$ cat config.mk
export PLATFORM = sky130hd
export DESIGN_NAME = double_exponential_smoother
export DESIGN_NICKNAME = d
export VERILOG_FILES = /design/src/sv/dexs_pkg.sv /design/src/sv/double_exponential_smoother.sv /design/src/sv/dexs_mul.sv /design/src/sv/dexs_div.sv
export SDC_FILE = /design/constraint.sdc
export NUM_CORES = 1
export LEC_CHECK = 0
export ABC_AREA = 1
export BUFFER_PORTS_ARGS = -buffer_cell sky130_fd_sc_hd__buf_2
export CAP_MARGIN = 30
export CORE_ASPECT_RATIO = 0.8
export CORE_UTILIZATION = 30
export DETAILED_ROUTE_END_ITERATION = 8
export SLEW_MARGIN = 5
export SYNTH_ARGS = -nofsm -noshare
export SYNTH_HDL_FRONTEND = slang
export SYNTH_SLANG_ARGS = --single-unit
$ cat constraint.sdc
create_clock -name clk -period 5.6 [get_ports clk]
set_clock_uncertainty 0.15 [all_clocks]
set_input_delay 0.56 -clock clk [delete_from_list [all_inputs] [get_ports clk]]
set_output_delay 0.56 -clock clk [all_outputs]
set_load 0.02 [all_outputs]
$ cat src/sv/dexs_pkg.sv
// ----------------------------------------------------------------------------
// dexs_pkg - shared constants for the double exponential smoother
// Default widths of the data path and the item opcodes.
// ----------------------------------------------------------------------------
package dexs_pkg;

  // signed Q16.16 data and Q0.16 gain by default
  localparam int DATA_WIDTH     = 32;
  localparam int GAIN_FRAC_BITS = 16;

  // opcode carried on the input tuser
  localparam logic OP_SAMPLE = 1'b0;
  localparam logic OP_LOAD   = 1'b1;

endpackage

$ cat src/sv/double_exponential_smoother.sv
// ----------------------------------------------------------------------------
// double_exponential_smoother - one-step predictor from two cascaded averages
// Brown double exponential smoothing in fixed point with a saturated output.
// ----------------------------------------------------------------------------
// Takes signed Q16.16 items on the input stream. A sample item (tuser low)
// updates S1 = a*x + (1-a)*S1 and S2 = a*S1 + (1-a)*S2, both rounded to
// nearest, and returns one item with the prediction 2*S1 - S2 + k*(S1 - S2),
// k = a/(1-a), the trend term rounded to nearest with ties away from zero,
// clipped to the data range with the clip flag on tuser. The first sample
// after reset seeds both averages, so its prediction equals the sample. A
// load item (tuser high) sets both averages and returns nothing. The gain a
// is cfg_wdata / 2^GAIN_FRAC_BITS; write it only while the block is idle.
// Items are handled one at a time: a sample occupies the block while the
// bit-serial multiplier runs three times (two blends, one trend product)
// and the restoring divider forms the trend term one quotient bit per
// cycle. A load item does not make the block busy. The finished result
// sits in an output register, so a new item is taken while it waits.
// ----------------------------------------------------------------------------
module double_exponential_smoother #(
  parameter int DATA_WIDTH     = dexs_pkg::DATA_WIDTH,
  parameter int GAIN_FRAC_BITS = dexs_pkg::GAIN_FRAC_BITS
) (
  input  logic                               clk,
  input  logic                               rst,
  // gain register, unsigned Q0.GAIN_FRAC_BITS
  input  logic                               cfg_wen,
  input  logic [GAIN_FRAC_BITS-1:0]          cfg_wdata,
  // input items
  input  logic                               s_tvalid,
  output logic                               s_tready,
  input  logic [((DATA_WIDTH+7)/8)*8-1:0]    s_tdata,   // sample_value
  input  logic [0:0]                         s_tuser,   // opcode
  // result items
  output logic                               m_tvalid,
  input  logic                               m_tready,
  output logic [((DATA_WIDTH+7)/8)*8-1:0]    m_tdata,   // predicted_value
  output logic [0:0]                         m_tuser    // saturated
);

  localparam int DW  = DATA_WIDTH;
  localparam int GF  = GAIN_FRAC_BITS;
  localparam int TDW = ((DW + 7) / 8) * 8;
  localparam int AW  = DW + 1;        // difference of two averages
  localparam int NW  = DW + GF;       // trend dividend magnitude
  localparam int PW  = DW + GF + 2;   // full multiplier product
  localparam int SW  = DW + GF + 2;   // prediction before clipping

  // sequencer states
  localparam logic [2:0] ST_IDLE  = 3'd0;
  localparam logic [2:0] ST_MUL1  = 3'd1;
  localparam logic [2:0] ST_PREP2 = 3'd2;
  localparam logic [2:0] ST_MUL2  = 3'd3;
  localparam logic [2:0] ST_PREP3 = 3'd4;
  localparam logic [2:0] ST_MUL3  = 3'd5;
  localparam logic [2:0] ST_DIV   = 3'd6;
  localparam logic [2:0] ST_FIN   = 3'd7;

  // clip limits at the width of the unclipped sum
  localparam logic signed [SW-1:0] PRED_MAX = {{(SW - DW + 1){1'b0}}, {(DW - 1){1'b1}}};
  localparam logic signed [SW-1:0] PRED_MIN = {{(SW - DW + 1){1'b1}}, {(DW - 1){1'b0}}};

  logic [2:0]           state;
  logic [GF-1:0]        alpha;
  logic                 avg_valid;
  logic signed [DW-1:0] s1;
  logic signed [DW-1:0] s2;
  logic signed [DW+1:0] base;      // 2*S1 - S2
  logic                 neg;       // sign of the trend product
  logic [GF:0]          dv;        // 1 - a, never zero
  logic [GF-1:0]        hd;        // half the divisor, for rounding
  logic [GF-1:0]        hd1;       // half the divisor plus one (negative case)
  logic                 out_valid;
  logic [DW-1:0]        out_data;
  logic                 out_sat;

  logic                 accept;
  logic signed [DW-1:0] x;
  logic signed [DW-1:0] s1_eff;
  logic [GF:0]          dv_c;

  logic                 mul_start;
  logic signed [AW-1:0] mul_mcand;
  logic                 mul_done;
  logic signed [AW:0]   prod_hi;
  logic [GF-1:0]        prod_lo;
  logic [PW-1:0]        prod;
  logic [NW-1:0]        p_low;
  logic                 neg_p;

  logic                 div_start;
  logic [NW-1:0]        div_num;
  logic                 div_done;
  logic [NW-1:0]        quot;

  logic [DW-1:0]        s_base;
  logic [DW-1:0]        blended;
  logic signed [SW-1:0] base_ext;
  logic signed [SW-1:0] quot_ext;
  logic signed [SW-1:0] sum;
  logic [DW-1:0]        pred;
  logic                 clip;

  assign s_tready = (state == ST_IDLE);
  assign accept   = s_tvalid && s_tready;
  assign x        = $signed(s_tdata[DW-1:0]);

  // an empty average acts as if it already held the sample
  assign s1_eff = avg_valid ? s1 : x;

  // 1 - a in Q0.GF
  assign dv_c = {1'b1, {GF{1'b0}}} - {1'b0, alpha};

  // multiplier feeds: x - S1 for the first blend, S1 - S2 for the others
  always_comb begin
    case (state)
      ST_IDLE:  mul_mcand = {x[DW-1], x} - {s1_eff[DW-1], s1_eff};
      ST_PREP2,
      ST_PREP3: mul_mcand = {s1[DW-1], s1} - {s2[DW-1], s2};
      default:  mul_mcand = '0;
    endcase
  end

  assign mul_start = (accept && (s_tuser[0] == dexs_pkg::OP_SAMPLE)) ||
                     (state == ST_PREP2) || (state == ST_PREP3);

  dexs_mul #(
    .AW (AW),
    .BW (GF)
  ) u_mul (
    .clk     (clk),
    .rst     (rst),
    .start   (mul_start),
    .mcand   (mul_mcand),
    .mplier  (alpha),
    .done    (mul_done),
    .prod_hi (prod_hi),
    .prod_lo (prod_lo)
  );

  // blend: S + floor((a*(u - S) + half) / 2^GF), the half folded in as the
  // top fraction bit of the product
  assign s_base  = (state == ST_MUL1) ? s1 : s2;
  assign blended = s_base + prod_hi[DW-1:0] + {{(DW - 1){1'b0}}, prod_lo[GF-1]};

  // trend dividend |a*(S1 - S2)| + (1 - a)/2, negation as invert plus one
  assign prod    = {prod_hi, prod_lo};
  assign neg_p   = prod[PW-1];
  assign p_low   = prod[NW-1:0];
  assign div_num = (neg_p ? ~p_low : p_low) + (neg_p ? NW'(hd1) : NW'(hd));

  assign div_start = (state == ST_MUL3) && mul_done;

  dexs_div #(
    .NW  (NW),
    .DVW (GF + 1)
  ) u_div (
    .clk     (clk),
    .rst     (rst),
    .start   (div_start),
    .numer   (div_num),
    .divisor (dv),
    .done    (div_done),
    .quot    (quot)
  );

  // prediction and clipping
  assign base_ext = SW'(base);
  assign quot_ext = $signed({2'b00, quot});
  assign sum      = neg ? (base_ext - quot_ext) : (base_ext + quot_ext);

  always_comb begin
    clip = 1'b0;
    pred = sum[DW-1:0];
    if (sum > PRED_MAX) begin
      clip = 1'b1;
      pred = PRED_MAX[DW-1:0];
    end else if (sum < PRED_MIN) begin
      clip = 1'b1;
      pred = PRED_MIN[DW-1:0];
    end
  end

  // control state
  always_ff @(posedge clk) begin
    if (rst) begin
      state     <= ST_IDLE;
      alpha     <= GF'(1) << (GF - 1);
      avg_valid <= 1'b0;
      out_valid <= 1'b0;
    end else begin
      if (cfg_wen) begin
        alpha <= cfg_wdata;
      end
      // the finishing state refills the output register itself
      if (out_valid && m_tready && (state != ST_FIN)) begin
        out_valid <= 1'b0;
      end
      case (state)
        ST_IDLE: begin
          if (accept) begin
            avg_valid <= 1'b1;
            if (s_tuser[0] == dexs_pkg::OP_SAMPLE) begin
              state <= ST_MUL1;
            end
          end
        end
        ST_MUL1: begin
          if (mul_done) begin
            state <= ST_PREP2;
          end
        end
        ST_PREP2: state <= ST_MUL2;
        ST_MUL2: begin
          if (mul_done) begin
            state <= ST_PREP3;
          end
        end
        ST_PREP3: state <= ST_MUL3;
        ST_MUL3: begin
          if (mul_done) begin
            state <= ST_DIV;
          end
        end
        ST_DIV: begin
          if (div_done) begin
            state <= ST_FIN;
          end
        end
        ST_FIN: begin
          // wait for the output register to free up
          if (!out_valid || m_tready) begin
            out_valid <= 1'b1;
            state     <= ST_IDLE;
          end
        end
        default: state <= ST_IDLE;
      endcase
    end
  end

  // data path registers
  always_ff @(posedge clk) begin
    if (accept) begin
      dv  <= dv_c;
      hd  <= dv_c[GF:1];
      hd1 <= dv_c[GF:1] + 1'b1;
      // a load item, or the first sample, seeds both averages
      if ((s_tuser[0] == dexs_pkg::OP_LOAD) || !avg_valid) begin
        s1 <= x;
        s2 <= x;
      end
    end
    if ((state == ST_MUL1) && mul_done) begin
      s1 <= $signed(blended);
    end
    if ((state == ST_MUL2) && mul_done) begin
      s2 <= $signed(blended);
    end
    if (state == ST_PREP3) begin
      base <= {s1[DW-1], s1, 1'b0} - {{2{s2[DW-1]}}, s2};
    end
    if (div_start) begin
      neg <= neg_p;
    end
    if ((state == ST_FIN) && (!out_valid || m_tready)) begin
      out_data <= pred;
      out_sat  <= clip;
    end
  end

  assign m_tvalid   = out_valid;
  assign m_tdata    = TDW'(out_data);
  assign m_tuser[0] = out_sat;

endmodule

$ cat src/sv/dexs_mul.sv
// ----------------------------------------------------------------------------
// dexs_mul - serial shift-add multiplier
// Signed multiplicand times unsigned multiplier, one multiplier bit per cycle,
// lsb first; the product shifts out through prod_lo.
// ----------------------------------------------------------------------------
module dexs_mul #(
  parameter int AW = 33,
  parameter int BW = 16
) (
  input  logic                 clk,
  input  logic                 rst,
  input  logic                 start,
  input  logic signed [AW-1:0] mcand,
  input  logic        [BW-1:0] mplier,
  output logic                 done,
  output logic signed [AW:0]   prod_hi,
  output logic        [BW-1:0] prod_lo
);

  localparam int CW = $clog2(BW + 1);

  logic                 busy;
  logic [CW-1:0]        cnt;
  logic [BW-1:0]        mp;
  logic signed [AW-1:0] mc;
  logic signed [AW:0]   hi;
  logic [BW-1:0]        lo;
  logic [AW:0]          sum;

  // partial sum of the current bit
  assign sum = hi + (mp[0] ? {mc[AW-1], mc} : {(AW + 1){1'b0}});

  always_ff @(posedge clk) begin
    if (rst) begin
      busy <= 1'b0;
      done <= 1'b0;
      cnt  <= '0;
    end else begin
      done <= 1'b0;
      if (start) begin
        busy <= 1'b1;
        cnt  <= '0;
      end else if (busy) begin
        if (cnt == CW'(BW - 1)) begin
          busy <= 1'b0;
          done <= 1'b1;
        end
        cnt <= cnt + 1'b1;
      end
    end
  end

  always_ff @(posedge clk) begin
    if (start) begin
      mc <= mcand;
      mp <= mplier;
      hi <= '0;
      lo <= '0;
    end else if (busy) begin
      hi <= $signed({sum[AW], sum[AW:1]});
      lo <= {sum[0], lo[BW-1:1]};
      mp <= mp >> 1;
    end
  end

  assign prod_hi = hi;
  assign prod_lo = lo;

endmodule

$ cat src/sv/dexs_div.sv
// ----------------------------------------------------------------------------
// dexs_div - serial restoring divider
// Unsigned quotient, one bit per cycle, msb first; the dividend shifts out
// of the top of the quotient register as the quotient shifts in.
// ----------------------------------------------------------------------------
module dexs_div #(
  parameter int NW  = 48,
  parameter int DVW = 17
) (
  input  logic           clk,
  input  logic           rst,
  input  logic           start,
  input  logic [NW-1:0]  numer,
  input  logic [DVW-1:0] divisor,
  output logic           done,
  output logic [NW-1:0]  quot
);

  localparam int CW = $clog2(NW + 1);

  logic           busy;
  logic [CW-1:0]  cnt;
  logic [NW-1:0]  qr;
  logic [DVW-1:0] rem;
  logic [DVW-1:0] dv;
  logic [DVW:0]   trial;

  // remainder stays below the divisor, so its top bit is free
  assign trial = {rem, qr[NW-1]} - {1'b0, dv};

  always_ff @(posedge clk) begin
    if (rst) begin
      busy <= 1'b0;
      done <= 1'b0;
      cnt  <= '0;
    end else begin
      done <= 1'b0;
      if (start) begin
        busy <= 1'b1;
        cnt  <= '0;
      end else if (busy) begin
        if (cnt == CW'(NW - 1)) begin
          busy <= 1'b0;
          done <= 1'b1;
        end
        cnt <= cnt + 1'b1;
      end
    end
  end

  always_ff @(posedge clk) begin
    if (start) begin
      qr  <= numer;
      rem <= '0;
      dv  <= divisor;
    end else if (busy) begin
      if (!trial[DVW]) begin
        rem <= trial[DVW-1:0];
        qr  <= {qr[NW-2:0], 1'b1};
      end else begin
        rem <= {rem[DVW-2:0], qr[NW-1]};
        qr  <= {qr[NW-2:0], 1'b0};
      end
    end
  end

  assign quot = qr;

endmodule

# Word-level counts from Yosys, hierarchy flattened
# Cells that the tools add are included.
# totals
regBits	397
out_inout_bits	35
elab_cells	131
# op_classes
addsub	14
magnitude_cmp	2
n_eq_ne	17
muxes	38
bitwise	4
n_reduce_logical	30
# ops
operator	count
32-bit 2-to-1 mux	7
48-bit 2-to-1 mux	3
33-bit one-hot mux with 2 select lines	1
32-bit by 32-bit subtractor with 33-bit output	2
34-bit by 49-bit adder with 50-bit output	1
50-bit by 32-bit > comparator with 1-bit output, second input constant	1
50-bit by 32-bit < comparator with 1-bit output, second input constant	1
50-bit 2-to-1 mux	1
34-bit by 49-bit subtractor with 50-bit output	1
48-bit by 16-bit adder with 48-bit output	1
16-bit 2-to-1 mux	3
48-bit inverter	1
34-bit adder	1
34-bit 2-to-1 mux	1
33-bit by 32-bit subtractor with 34-bit output	1
32-bit by 1-bit adder with 32-bit output	1
32-bit adder	1
3-bit one-hot mux with 8 select lines	1
3-bit 2-to-1 mux	7
18-bit by 17-bit subtractor with 18-bit output	1
17-bit 2-to-1 mux	1
17-bit by 16-bit subtractor with 17-bit output, first input constant	1
16-bit by 1-bit adder with 16-bit output, second input constant	1
1-bit 2-to-1 mux	13
20 further kinds	52

# Depth between registers and ports, before layout
# Gate-level depths: netlist (run 1).
# logic_depth
depth_word	6
depth_mapped	35
ltp_nobuf	34

# Hierarchy
# From an unflattened synthesis (run 1), not the netlist that was laid out.
# hier_totals
hier_cells	5019
hier_area_um2	34156.5
# modules_own_cells
module	instances	cells_per_inst	area_per_inst_um2	seq_area_each_um2
double_exponential_smoother	1	3504	22925.7	5375.2
dexs_mul	1	882	6283.5	2592.5
dexs_div	1	633	4947.2	2452.4

# Worst setup path before layout (run 1)
# Ideal clock, no wire load.
# synth_timing
path_kind	input-to-reg
startpoint	in s_tvalid
endpoint	reg u_mul.mp[0], enable pin
setup_ns	0.387
t_arrival_ns	4.499
setup_slack_ns	0.564
cell_stages	5
path_cell_list	inv_1 > o31ai_1 > nor2_2 > clkinv_1 > clkbuf_1
# synth_via
elab_chain_cells	5
# synth_rtl
element	line_no	source
start, declared	double_exponential_smoother.sv:29	input logic s_tvalid,
1-bit logical AND	double_exponential_smoother.sv:104	assign accept = s_tvalid && s_tready;
1-bit logical AND	double_exponential_smoother.sv:123	assign mul_start = (accept && (s_tuser[0] == dexs_pkg::OP_SAMPLE)) ||
1-bit logical OR	double_exponential_smoother.sv:123	
1-bit logical OR	double_exponential_smoother.sv:124	(state == ST_PREP2) || (state == ST_PREP3);
net mul_start	double_exponential_smoother.sv:81	logic mul_start;
2-bit nonzero test (no source line)	--	
end signal, assigned	dexs_mul.sv:56	mp <= mplier;
end signal, assigned	dexs_mul.sv:62	mp <= mp >> 1;
end, declared	dexs_mul.sv:24	logic [BW-1:0] mp;
# The timed path passes the listed nets, and every way through them passes these cells.
# A chain may end at the register's enable or synchronous reset.

# Worst setup path in the final report (run 1)
# layout_timing
startpoint	reg u_div.qr[6] (netlist: u_div.quot[6])
endpoint	reg out_data[10] (netlist: m_tdata[10]) (data pin)
# layout_via
elab_chain_cells	4
# layout_rtl
element	line_no	source
start, declared	dexs_div.sv:23	logic [NW-1:0] qr;
start signal, assigned	dexs_div.sv:53	qr <= numer;
start signal, assigned	dexs_div.sv:59	qr <= {qr[NW-2:0], 1'b1};
start signal, assigned	dexs_div.sv:62	qr <= {qr[NW-2:0], 1'b0};
34-bit by 49-bit adder with 50-bit output / 34-bit by 49-bit subtractor with 50-bit output (equally long branches)	double_exponential_smoother.sv:169	assign sum = neg ? (base_ext - quot_ext) : (base_ext + quot_ext);
50-bit 2-to-1 mux *	double_exponential_smoother.sv:169	
50-bit by 32-bit < comparator with 1-bit output	double_exponential_smoother.sv:177	end else if (sum < PRED_MIN) begin
32-bit 2-to-1 mux	double_exponential_smoother.sv:177	
end signal, assigned	double_exponential_smoother.sv:266	out_data <= pred;
end, declared	double_exponential_smoother.sv:73	logic [DW-1:0] out_data;
# Mark *: on every way between the ends. The rest lies on a longest branch, timed or not.

==> summary.md, run 1 <==
| Metric | Value |
|---|---|
| Outcome | `complete, no violations` |
| Crit path DAT | `5.44 ns` |
| Final Hold Violating Endpoints | `0` |
| DRC viols | `0` |
| Ys Warns | `0` |
| Synth top area share | `25.3%` |
| Initial antenna violation count | `0` |
| Final worst slack | `0.481 ns` |
| Placed Cells incl. Taps | `6234` |
| Antenna viol nets, final | `0` |
| Critical Path Start Type | `flip-flop` |
| Global route overflow | `0` |
| Vias in the first global route | `29600` |
| Maximum resistive drop on vdd | `333 uV` |
| Synth Net Count | `5076` |
| Post-synth ARST share | `0%` |
| RSZ-0062 raised after global routing | `no` |
| Worst path slowest cell | `edfxtp_1` |
| Post-Route Setup TNS | `0 ns` |
| Number of flops mapped to enable cells by yosys | `279` |
| Slew @ Worst Pin | `0.941 ns` |
| Starting Density | `30.4%` |
| Post-synth top cells | `nand2_1, inv_1, nor2_1, o21ai_0, a21oi_1` |
| Cts bufs inserted | `45` |
| Average wire per standard cell | `18.7 um` |
| Die width | `374 um` |
| Pre-CTS WS | `0.453 ns` |
| Endpoints failing setup | `0` |
| CP required | `5.92 ns` |
| Design area | `37000 um2` |
| Delay-heaviest family, CP | `simple AND/OR/NAND/NOR gates` |
| Min cycle time layout | `5.12 ns` |
| Ys flop type | `edfxtp_1` |
| Leakage power total | `17.0 nW` |
| Hold buffer count at CTS | `0` |
| CTS tree | `done` |
| Worst skew pair latency | `0.63 ns` |
| Tcrit/Tclk final | `91.4%` |
| Post-DP Area | `35400 um2` |
| Count of different cell masters after synthesis | `61` |
| Post-Syn Area | `33100 um2` |
| Top cell by count, worst path | `nand2_1` |
| Max-Cap Viols | `0` |
| CTS clk-pin slew, worst paths | `0.06 ns` |
| Hold WS | `0.0403 ns` |
| Max Clk Rate | `195 MHz` |
| Pin count of the biggest net entering global routing | `72` |
| Hold crit path type | `in -> reg` |
| PD cells | `472 nW/um2` |
| Ranking of synthesized cells by area | `edfxtp_1, nand2_1, ha_1` |
| Yosys top cell by area | `edfxtp_1` |
| Tot GR Track Use | `20.6%` |
| Die Area | `112000 um2` |
| Cell with the most instances after synthesis | `nand2_1` |
| Post-synthesis sequential area ratio | `31.4%` |
| CP max stage delay | `0.46 ns` |
| Met3 WL | `8980 um` |
| Core ar. | `109000 um2` |
| Ports | `89` |
| H-tree Lvls | `2` |
| Net count, final | `5164` |
| Clock Sinks | `381` |
| Drt total wl | `118000 um` |
| Crit. End Element | `flip-flop` |
| Fin cells | `6320` |
| Root Buffer | `clkbuf_16` |
| WP buf/inv | `3` |
| Worst-path fanout max | `25` |
| WL met1 | `59100 um` |
| Clock buffer depth | `3` |
| Detailed-placement wirelength estimate | `97500 um` |
| Syn Inst Count | `4763` |
| # port buffers | `88` |
| GPL Wtd Cong | `0.980` |
| Syn-to-layout area delta | `11.5%` |
| Tot Pwr | `17.4 mW` |
| First-pass GRT wire length | `179000 um` |
| Top sig layer | `met4` |
| Routed vias | `32000` |
| Core Util, Final | `33.9%` |
| DR WL met2 | `48000 um` |
| Detailed Routing Iterations Pass 1 | `6` |
| Mean Syn Cell Area | `6.96 um2` |
| Die H | `299 um` |
| Drt via density | `5.06` |
| Initial DRC count | `3090` |
| Synth Register Bits | `381` |
| Max Slew Vio Count | `0` |
| Row count | `108` |
| Share of layout cells above drive strength 1 | `5.79%` |
| Max_slew headroom | `37.2%` |
| CP Class | `reg -> reg` |
[routing by layer]
layer	GRT usage, %	vias to the layer above
met5	0	-
met4	4.19	0
li1	-	15900
met1	31.7	14900
met3	2.73	122
met2	30.3	1082
[power breakdown]
| group | total [mW] | internal, mW | switching [mW] |
|---|---|---|---|
| Clock | 3.11 | 1.80 | 1.31 |
| Sequential | 4.57 | 3.95 | 0.612 |
| Combinational | 9.77 | 3.04 | 6.73 |
[worst paths after layout]
kind                                                   to                    start  slack [ns]  depth (start not counted)
worst min-delay path               alpha[13]$_SDFFE_PP0P_            cfg_wdata[13]        0.04                          3
worst max register to register  m_tdata[10]$_SDFFCE_PN1P_  u_div.quot[6]$_DFFE_PP_        0.48                         29
worst min register to register     u_div.dv[13]$_DFFE_PP_         dv[13]$_DFFE_PP_        0.30                          0
worst max-delay path            m_tdata[10]$_SDFFCE_PN1P_  u_div.quot[6]$_DFFE_PP_        0.48                         29
[logic make-up (layout without fill, tap and decap cells)]
| logic type | count (synthesis) | in the layout | synth area share [%] |
|---|---|---|---|
| compound gates | 896 | 896 | 14.8 |
| xor+xnor | 270 | 270 | 7.23 |
| fa+ha+maj | 259 | 259 | 9.98 |
| buf+inv | 774 | 899 | 8.97 |
| flops | 381 | 381 | 31.4 |
| mux | 23 | 23 | 0.695 |
| other cells | 0 | 2 | 0 |
| simple gates | 2160 | 2160 | 26.8 |
[state kept, by name, indices dropped and copies added (netlist names), 3 cells and up]
| name | count |
|---|---|
| alpha | 16 |
| base | 34 |
| dv | 17 |
| hd1 | 16 |
| m_tdata | 32 |
| s1 | 32 |
| s2 | 32 |
| state | 3 |
| u_div.cnt | 6 |
| u_div.dv | 17 |
| u_div.quot | 48 |
| u_div.rem | 17 |
| u_mul.cnt | 5 |
| u_mul.mc | 33 |
| u_mul.mp | 16 |
| u_mul.prod_hi | 33 |
| u_mul.prod_lo | 16 |
[worst reg2reg max path: cells and delay by family, from the launching register on]
family	cells	cell delay, ns
xor gates and xnor gates	1	0.19
DFF	1	0.46
adders and majority gates	1	0.41
and+or+nand+nor	20	2.74
buffers and inverters	3	0.37
AOI/OAI and AO/OA	4	0.67
[cell usage in the layout, fill, tap and decap left out, types with 5 or more instances in the layout]
cell type,synthesis,layout
nand2_1,1337,1336
inv_1,685,685
nor2_1,408,404
o21ai_0,371,371
a21oi_1,335,331
edfxtp_1,279,279
ha_1,250,249
nand3_1,198,198
xor2_1,165,165
xnor2_1,101,101
dfxtp_1,102,100
buf_2,0,88
nor3_1,72,71
nand4_1,50,50
clkbuf_16,0,46
o22ai_1,32,32
buf_4,3,30
a31oi_1,27,27
or2_2,26,26
mux2i_1,23,23
a21o_1,23,23
o21bai_1,19,19
nor2_2,12,14
o211ai_1,13,13
o21a_1,13,13
nor4_1,13,13
nand3b_1,12,12
a21boi_0,11,11
nor3_2,11,11
o21ai_1,9,9
fa_1,9,9
and2_1,8,8
a32o_1,8,8
clkinv_2,0,8
clkinv_1,4,7
o31ai_1,8,7
clkbuf_8,0,7
clkbuf_1,66,7
a21oi_2,3,5
[final cells by class]
class | count | area (um2)
sequential | 381 | 10400
multi-input combinational | 3608 | 19800
fill | 11700 | 72100
clock inverter | 24 | 270
clock buffer | 60 | 1270
tap | 1430 | 1790
timing repair buffer | 123 | 759
inverter | 692 | 2600
antenna | 2 | 5.00
[what timing repair did]
action,CTS,global route
setup buffers,0,0
endpoints found under the setup margin,0,26
resized for setup,0,7
(Power assumes the default switching activity.)
==> inputs of run 2 (changes only) <==
ABC_AREA = unset   (was 1)
==> run 2 against run 1 <==
Effect of this change: critical path depth shrank 5; worst setup slack got worse by 0.41 ns; clock power about the same; hold slack improved by 0.00064 ns; wire length fell by 28%; synthesized area down 9.9%; die area fell by 9.8%; sequential share of layout area up 2.2 points; cell count fell by 24%.
==> summary.md, run 2 <==
| Metric | Value |
|---|---|
| Tot GR Track Use | `16.4% (-4.2 points)` |
| Maximum resistive drop on vdd | `246 uV (-26%)` |
| H-tree Lvls | `2 (unchanged)` |
| CP Class | `reg -> reg` |
| Post-DP Area | `32300 um2 (-8.6%)` |
| FF-to-FF path depth | `24 (-17%)` |
| CP max stage delay | `0.41 ns (-0.05 ns)` |
| Most common cell after layout, fill and taps aside | `nand2_1` |
| Worst-path fanout max | `8 (-68%)` |
| Cell count of the worst hold path | `2 (-1)` |
| Top cell by count, worst path | `buf_4` |
| Placed Cells incl. Taps | `4723 (-24%)` |
| Post-Route Setup TNS | `0 ns (unchanged)` |
| RR Startpoint | `u_div.quot[2]$_DFFE_PP_` |
| Post-synthesis sequential area ratio | `34.9% (+3.4 points)` |
| Pin count of the biggest net entering global routing | `83 (+15%)` |
| Hold buffer count at CTS | `0 (unchanged)` |
| Ys Warns | `0 (unchanged)` |
| Largest register FFs | `48 (unchanged)` |
| Ranking of synthesized cells by area | `edfxtp_1, ha_1, dfxtp_1` |
| Reg2Reg Setup Slack | `0.07 ns (-0.41 ns)` |
| CTS clk-pin slew, worst paths | `0.06 ns (about the same)` |
| Critical Path Start Type | `flip-flop` |
| Share of layout cells above drive strength 1 | `11.2% (+5.4 points)` |
| Routed vias | `24700 (-23%)` |
| Most frequent cells in the layout | `nand2_1, edfxtp_1, o21ai_0` |
| Die H | `284 um (-5.0%)` |
| Hold EP | `alpha[15]$_SDFFE_PP1P_` |
| Drt total wl | `85100 um (-28%)` |
| Min cycle time layout | `5.53 ns (+0.411 ns)` |
| Drt via density | `5.12 (+1.2%)` |
| Clock Sinks | `381 (unchanged)` |
| Post-synth top cells | `nand2_1, edfxtp_1, o21ai_0, ha_1, nor2_1` |
| Hold WS | `0.0410 ns (+0.000642 ns)` |
| CP required | `5.80 ns (-0.12 ns)` |
| Net count, final | `3781 (-27%)` |
| Final Hold Violating Endpoints | `0 (unchanged)` |
| Cts bufs inserted | `46 (+2.2%)` |
| Row count | `103 (-4.6%)` |
| Max Clk Rate | `181 MHz (-7.4%)` |
| Worst Min Path Start | `cfg_wdata[15]` |
| Crit path DAT | `5.74 ns (+0.30 ns)` |
| Die Area | `101000 um2 (-9.8%)` |
| DRC viols | `0 (unchanged)` |
| Synth Register Bits | `381 (unchanged)` |
| Vias in the first global route | `23000 (-22%)` |
| Global route overflow | `0 (unchanged)` |
| # port buffers | `88 (unchanged)` |
| RSZ-0062 raised after global routing | `yes` |
| Max-Cap Viols | `0 (unchanged)` |
| Outcome | `complete, no violations` |
| Count of different cell masters after synthesis | `94 (+54%)` |
| PD cells | `412 nW/um2 (-13%)` |
| Antenna viol nets, final | `0 (unchanged)` |
| Syn Inst Count | `3352 (-30%)` |
| Number of flops mapped to enable cells by yosys | `279 (unchanged)` |
| Post-Syn Area | `29900 um2 (-9.9%)` |
| CP cell instances | `nor3_2, nand2b_1, nor3_4, and4b_1, and2b_2, and3b_2, and2_4, buf_4, a21oi_1, xnor2_1, ha_4, and3_1, a32oi_2, a31oi_4, a211o_1, a21oi_2, o21bai_1, xor2_1, nor4_2, buf_4, nand4_1, o31ai_4, buf_6, a21bo_4` |
| Average wire per standard cell | `17.7 um (-5.6%)` |
| Synth top area share | `28.1% (+2.8 points)` |
| Final-layout fill cell count | `10200 (-13%)` |
| Hold crit path type | `in -> reg` |
| Design area | `34300 um2 (-7.2%)` |
| Core ar. | `98700 um2 (-9.5%)` |
| Reg-to-reg critical path endpoint | `m_tdata[18]$_SDFFCE_PN1P_` |
| Cell with the most instances after synthesis | `nand2_1` |
| Leakage power total | `14.1 nW (-17%)` |
| Syn-to-layout area delta | `14.9%` |
| Initial antenna violation count | `7 (+7)` |
| Initial DRC count | `1737 (-44%)` |
| Fin cells | `4819 (-24%)` |
| Worst path slowest cell | `edfxtp_1` |
| CTS tree | `done` |
| Max Slew Vio Count | `0 (unchanged)` |
| Max_slew headroom | `39.6% (+2.4 points)` |
| Die width | `355 um (-5.0%)` |
| Post-synth ARST share | `0% (unchanged)` |
| Ys flop type | `edfxtp_1` |
| Worst skew pair latency | `0.60 ns (-0.03 ns)` |
| Root Buffer | `clkbuf_16` |
| Detailed-placement wirelength estimate | `66200 um (-32%)` |
| Yosys top cell by area | `edfxtp_1` |
| Clock buffer depth | `3 (unchanged)` |
| Mean Syn Cell Area | `8.91 um2 (+28%)` |
| Starting Density | `30.3% (-0.14 points)` |
| Synth Net Count | `3665 (-28%)` |
| Endpoints failing setup | `0 (unchanged)` |
| GPL Wtd Cong | `0.937 (-4.4%)` |
| Slew @ Worst Pin | `0.906 ns (-0.0347 ns)` |
| Tcrit/Tclk final | `98.8% (+7.3 points)` |
| First-pass GRT wire length | `132000 um (-27%)` |
| Detailed Routing Iterations Pass 1 | `5 (-1)` |
| Ports | `89 (unchanged)` |
| Crit. End Element | `flip-flop` |
[run 2: through the flow]
step                      total power [mW]  setup slack [ns]  util, %
after global placement                10.9           -0.0370     32.7
after CTS                             14.1            0.0135     34.3
after floorplan                       9.20             0.282        -
final                                 14.1            0.0696     34.7
after detailed placement              11.0            -0.104     32.7
after global routing                  15.1            -0.206     34.7
[run 2: final cells by class]
cell class,count,area [um2],share of cell area [%]
repair buffers,194,1350,3.93
clock buffers,63,1360,3.97
diodes,1,2.50,0.00730
clock inverters,23,203,0.591
flip-flops and latches,381,10400,30.4
multi-input cells,2699,18800,54.7
well taps,1312,1640,4.79
inverters,146,549,1.60
[run 2: kinds of logic after synthesis]
family / synth area share, %
flip-flops: 34.9
AO/OA/AOI/OAI: 20.3
XOR/XNOR: 10.1
multiplexers: 4.52
AND/OR/NAND/NOR: 15.6
buffers and inverters: 3.49
adder cells (fa/ha/maj): 11.1
[run 2: timing repair]
| action | in CTS | in global routing |
|---|---|---|
| setup endpoints to repair | 24 | 34 |
| pin swaps | 0 | 41 |
| resized for setup | 3 | 69 |
| setup buffers | 0 | 7 |
| gates cloned | 0 | 1 |
[run 2: critical path, delay by kind of cell, from the launching register on]
family          cells  cell delay (ns)
fa+ha+maj           1             0.29
xor+xnor            2             0.48
simple gates       10             2.02
flops               1             0.41
compound gates      8             1.50
buf+inv             3             0.42
[run 2: how the worst max path moves through the flow]
stage | startpoint | slack (ns) | endpoint
after floorplan | u_mul.prod_hi[32]$_SDFFE_PP0P_ | 0.28 | u_div.quot[46]$_DFFE_PP_
after detailed placement | u_div.quot[4]$_DFFE_PP_ | -0.10 | m_tdata[12]$_SDFFCE_PN1P_
after global placement | u_div.quot[4]$_DFFE_PP_ | -0.04 | m_tdata[17]$_SDFFCE_PN1P_
after CTS | u_div.quot[4]$_DFFE_PP_ | 0.01 | m_tdata[12]$_SDFFCE_PN1P_
final | u_div.quot[2]$_DFFE_PP_ | 0.07 | m_tdata[18]$_SDFFCE_PN1P_
after global routing | u_div.quot[2]$_DFFE_PP_ | -0.21 | m_tdata[12]$_SDFFCE_PN1P_
[run 2: routing by layer]
| layer | up-vias | part of all wire [%] | track usage [%] |
|---|---|---|---|
| li1 | 12400 | - | - |
| met1 | 11500 | 51 | 24.8 |
| met2 | 617 | 40 | 23.7 |
| met3 | 98 | 5.9 | 2.68 |
| met4 | 4 | 2.3 | 4.21 |
| met5 | - | 0.021 | 0 |
[run 2: power breakdown]
part	total, mW	internal (mW)	leakage, nW	switching [mW]
clock	3.08	1.77	0.772	1.31
combinational	6.74	2.71	9.91	4.03
sequential	4.30	3.80	3.41	0.502
